[src/design/rmmq_pkg.sv]
package rmmq_pkg;

   // Fixed field widths of the channels and the configuration register.
   localparam int INDEX_W = 10;
   localparam int FIELD_W = 32;
   localparam int COUNT_W = 11;

   // Defaults for the top-level parameters.
   localparam int LEAVES_DEFAULT = 1024;
   localparam int VALUE_BITS_DEFAULT = 32;

   // Reset value of the element count register.
   localparam logic [COUNT_W-1:0] COUNT_RESET = COUNT_W'(1);

   // Operation codes carried by the func field.
   typedef enum logic {
      FUNC_WRITE = 1'b0,
      FUNC_QUERY = 1'b1
   } func_type;

   // Controller states.
   typedef enum logic [2:0] {
      ST_CLEAR,
      ST_IDLE,
      ST_UPD_LEAF,
      ST_UPD_LEVEL,
      ST_WALK,
      ST_COMBINE,
      ST_RESULT
   } state_type;

   // Commands from the controller to the datapath.
   typedef struct packed {
      logic clear;
      logic accept;
      logic upd_leaf;
      logic upd_level;
      logic walk;
      logic combine;
      logic load_rsp;
   } dp_cmd_type;

   // Status from the datapath to the controller.
   typedef struct packed {
      logic clear_last;
      logic write_ok;
      logic parent_is_root;
      logic walk_done;
   } dp_status_type;

endpackage

[src/design/rmmq_ctrl.sv]
module rmmq_ctrl (
   input  logic                   clock,
   input  logic                   reset,
   input  logic                   req_valid,
   input  logic                   req_func,
   output logic                   req_stall,
   output logic                   rsp_valid,
   input  logic                   rsp_stall,
   output rmmq_pkg::dp_cmd_type   cmd,
   input  rmmq_pkg::dp_status_type status
);
   import rmmq_pkg::*;

   state_type state_ff;
   state_type state_in;
   logic      rsp_valid_ff;
   logic      rsp_valid_in;
   logic      rsp_free;

   // The output register can take a new result when empty or being emptied.
   assign rsp_free = !rsp_valid_ff || !rsp_stall;

   // Next state.
   always_comb begin
      state_in = state_ff;
      case (state_ff)
         ST_CLEAR: begin
            if (status.clear_last) state_in = ST_IDLE;
         end
         ST_IDLE: begin
            if (req_valid) begin
               if (req_func == FUNC_QUERY) begin
                  state_in = ST_WALK;
               end else if (status.write_ok) begin
                  state_in = ST_UPD_LEAF;
               end
            end
         end
         ST_UPD_LEAF: begin
            state_in = ST_UPD_LEVEL;
         end
         ST_UPD_LEVEL: begin
            if (status.parent_is_root) state_in = ST_IDLE;
         end
         ST_WALK: begin
            if (status.walk_done) state_in = ST_COMBINE;
         end
         ST_COMBINE: begin
            state_in = ST_RESULT;
         end
         ST_RESULT: begin
            if (rsp_free) state_in = ST_IDLE;
         end
         default: begin
            state_in = ST_IDLE;
         end
      endcase
   end

   // Commands to the datapath.
   always_comb begin
      cmd = '0;
      req_stall = 1'b1;
      case (state_ff)
         ST_CLEAR: begin
            cmd.clear = 1'b1;
         end
         ST_IDLE: begin
            req_stall = 1'b0;
            cmd.accept = req_valid;
         end
         ST_UPD_LEAF: begin
            cmd.upd_leaf = 1'b1;
         end
         ST_UPD_LEVEL: begin
            cmd.upd_level = 1'b1;
         end
         ST_WALK: begin
            cmd.walk = 1'b1;
         end
         ST_COMBINE: begin
            cmd.combine = 1'b1;
         end
         ST_RESULT: begin
            cmd.load_rsp = rsp_free;
         end
         default: begin
            cmd = '0;
         end
      endcase
   end

   // Result valid: set on load, dropped once the transaction is taken.
   always_comb begin
      if (cmd.load_rsp) begin
         rsp_valid_in = 1'b1;
      end else if (!rsp_stall) begin
         rsp_valid_in = 1'b0;
      end else begin
         rsp_valid_in = rsp_valid_ff;
      end
   end

   assign rsp_valid = rsp_valid_ff;

   always_ff @(posedge clock) begin
      if (reset) begin
         state_ff     <= ST_CLEAR;
         rsp_valid_ff <= 1'b0;
      end else begin
         state_ff     <= state_in;
         rsp_valid_ff <= rsp_valid_in;
      end
   end

endmodule

[config.mk]
export PLATFORM = sky130hd
export DESIGN_NAME = rmmq_ctrl
export DESIGN_NICKNAME = d
export VERILOG_FILES = /design/src/design/rmmq_pkg.sv /design/src/design/rmmq_ctrl.sv
export SDC_FILE = /design/constraint.sdc
export NUM_CORES = 1
export LEC_CHECK = 0
export ABC_AREA = 1
export BUFFER_PORTS_ARGS = -buffer_cell sky130_fd_sc_hd__buf_4
export CELL_PAD_IN_SITES_DETAIL_PLACEMENT = 0
export CELL_PAD_IN_SITES_GLOBAL_PLACEMENT = 1
export CORE_MARGIN = 2
export CORE_UTILIZATION = 28
export DETAILED_ROUTE_END_ITERATION = 6
export PLACE_DENSITY_LB_ADDON = 0.1
export REMOVE_ABC_BUFFERS = 1
export SKIP_LAST_GASP = 1
export SLEW_MARGIN = 20
export SYNTH_ARGS = -nofsm -noshare
export SYNTH_HDL_FRONTEND = slang
export SYNTH_SLANG_ARGS = --single-unit
[constraint.sdc]
create_clock -name clock -period 1.55 [get_ports clock]
set_clock_uncertainty 0.05 [all_clocks]
set_input_delay 0.2325 -clock clock [delete_from_list [all_inputs] [get_ports clock]]
set_output_delay 0.2325 -clock clock [all_outputs]
set_load 0.02 [all_outputs]
==> metrics.md <==
| Metric | Value |
|---|---|
| Sw Ratio | 0.485 |
| DRC viols | 0 |
| Wire per inst | ~9.3 µm |
| Fraction of layout instances using a drive strength above 1 | 0.468 |
| Post-synth top area cell | dfxtp_1 |
| Clock network fraction of total power | 0.142 |
| Largest cells by area after synthesis | dfxtp_1 20%, nor2_1 12%, nand2_1 9.6%, nand3_2 7.7%, inv_1 6.7% |
| Slew HR | 0.863 |
| Post-layout nets | 90 |
| Crit path capture type | output port |
| Hold_ws | between 0.1 and 0.15 ns |
| Ys async rst share | 0 |
| I/O pins | 18 |
| Max-cap violations | 0 |
| Post-CTS Hold Fix Bufs | 0 |
| Area Growth Syn to Fin | 38.7% |
| TritonCTS clock tree | done |
| Post-Route WL | slightly below 900 µm |
| Post-synthesis cell count | 60 |
| Routed vias | 409 |
| FF-to-FF path depth | 7 |
| Met2 Track Usage GR | 0.153 |
| First-pass iteration count of the detailed router | 4 |
| GR Layer Usage met1 | 0.145 |
| Worst min-delay path category | in2reg |
| CTS root buf | clkbuf_4 |
| Die X-Extent | 41.4 µm |
| Sequential share of the synthesized area | 0.204 |
| Max FO, Critical Path | 8 |
| Leak | around 0.31 nW |
| Ys Warns | 0 |
| Sw Pwr | roughly 450 µW |
| GPL Wtd Cong | 0.728 |
| Top post-synthesis cells by count | 13 x nor2_1, 10 x nand2_1, 7 x inv_1 |
| GR Util met3 | 0.0609 |
| Die area | roughly 1700 µm² |
| Outcome | complete, no violations |
| Max Transition Viols Final | 0 |
| P_int | around 470 µW |
| Clk sinks | 4 |
| CP Launch Type | register |
| Avg Cell Area, Syn | about 6.5 µm² |
| Setup violations, final | 0 |
| Reg clk slew, reported paths | ~0.04 ns |
| Top_reg_cell synth | dfxtp_1 |
| Core Rows | 13 |
| Largest net degree at the start of global routing | 9 |
| # port buffers | 17 |
| # diodes | 0 |
| Initial DRC count | 8 |
| Maximum VDD drop | approximately 560 µV |
| Height of the die | 41.4 µm |
| Post-route insts no fill | 94 |
| Fin crit period | about 1.4 ns |
| First-pass GRT wire length | around 1400 µm |
| Post-DP HPWL | 691 µm |
| Vias in the first global route | 360 |
| Max frequency | a little under 700 MHz |
| Bufs on Longest Clock Path | 2 |
| Worst skew pair latency | roughly 0.24 ns |
| Synthesized area | 392 µm² |
| Initial Utilization | 0.301 |
| Busiest grt layer | met2 |
| Worst-Margin Slew | 0.205 ns |
| Postcts setup bufs | 0 |
| Core region area | approximately 1300 µm² |
| Remaining Overflow, GRT | 0 |
| Antenna-violating nets left | 0 |
| Max H-tree Level | 1 |
| Register share of total power | 0.228 |
| Post-synth EDFFs | 0 |
| WP data required | roughly 1.3 ns |
| Setup CP Type | reg2out |
| Cts bufs inserted | 3 |
| Final hold vios | 0 |
| Setup TNS | 0 ns |
| GRT Util Overall | 0.109 |
| Crit share post-route | 0.935 |
| Cell Count Post-Placement | roughly 90 |
| Worst hold path cell count | 2 |
| Initial antenna violation count | 0 |
| RSZ-0062 raised after global routing | false |
| Util after Layout | 0.417 |
| PwrDens | around 1700 nW/µm² |
| Synth Register Bits | 4 |
| Top-count cell post-synth | nor2_1 |
| Synth top area share | 0.204 |
| Part of the power in combinational logic | 0.630 |
| Yosys cell types | 20 |
| Arrival time of the worst setup path | between 1 and 1.5 ns |
| Vias per cell | about 4.4 |
-- final timing paths --
path                               endpoint  slack, ns        start
worst min register to register    rsp_valid       0.43    rsp_valid
worst min-delay path              rsp_valid       0.11        reset
worst max-delay path                 cmd[5]       0.10  state_ff[0]
worst max register to register  state_ff[2]       0.32  state_ff[2]
-- critical path, stage by stage, from the launching register on --
cell and delay (ns):
dfxtp_2 0.42, nand2_4 0.09, nor2_4 0.12, inv_1 0.06, nor2_1 0.09, buf_4 0.14
-- power by group through the flow --
stage          combinational [mW]  clock [mW]  sequential (mW)
6_report                    0.579       0.131            0.210
5_1_grt                     0.645       0.145            0.217
4_1_cts                     0.584       0.138            0.205
3_5_place_dp                0.581           0            0.202
3_3_place_gp                0.590           0            0.203
2_1_floorplan               0.385           0            0.204
-- stage by stage --
| step | area (µm²) | worst slack (ns) | total power [mW] |
|---|---|---|---|
| 6_report | 543 | 0.101 | 0.920 |
| 5_1_grt | 543 | 0.0124 | 1.01 |
| 4_1_cts | 538 | 0.0258 | 0.926 |
| 3_5_place_dp | 514 | 0.211 | 0.783 |
| 3_3_place_gp | 514 | 0.229 | 0.793 |
| 2_1_floorplan | 353 | 0.150 | 0.589 |
-- sequential cells by signal (all words and copies together), names as in the netlist --
name and cells:
rsp_valid 1, state_ff 3
-- cells in the final DEF, fill, tap and decap left out --
cell      Yosys  layout
inv_4         0       1
nand3_2       3       3
a21oi_1       2       2
dfxtp_1       4       1
clkbuf_4      0       3
nor3_1        2       2
nand2_4       1       1
inv_1         7       7
a22oi_1       1       1
nand3b_1      1       1
inv_2         2       1
dfxtp_2       0       3
nor2_2        2       2
buf_4         1      19
nor3_2        1       1
nor2_1       13      13
o21ai_1       1       1
nand2_2       1       1
nor2_4        2       2
nand2_1      10      10
nand3_1       4       4
-- repair_timing --
item                                    4_1_cts  5_1_grt
pin swaps                                     0        0
endpoints found under the hold margin         0        0
gates resized for setup                       1        3
endpoints found under the setup margin        1        3
-- final cells by class --
type	instances	area, µm²
Sequential cell	4	83.8
Fill cell	150	758
Clock buffer	3	22.5
Inverter	9	36.3
Multi-Input combinational cell	44	239
Tap cell	15	18.8
Timing Repair Buffer	19	143
-- cell families (layout without fill, tap and decap cells) --
group	count (synthesis)	after routing	synth area share
compound gates	4	4	0.0575
buf+inv	12	31	0.185
flops	4	4	0.204
simple gates	40	40	0.553
-- metal layers --
layer	wire, µm	share of wire
met1	429	0.49
met2	377	0.43
met3	63	0.072
met4	0	0
met5	0	0
Power figures use the tool's default switching activity.
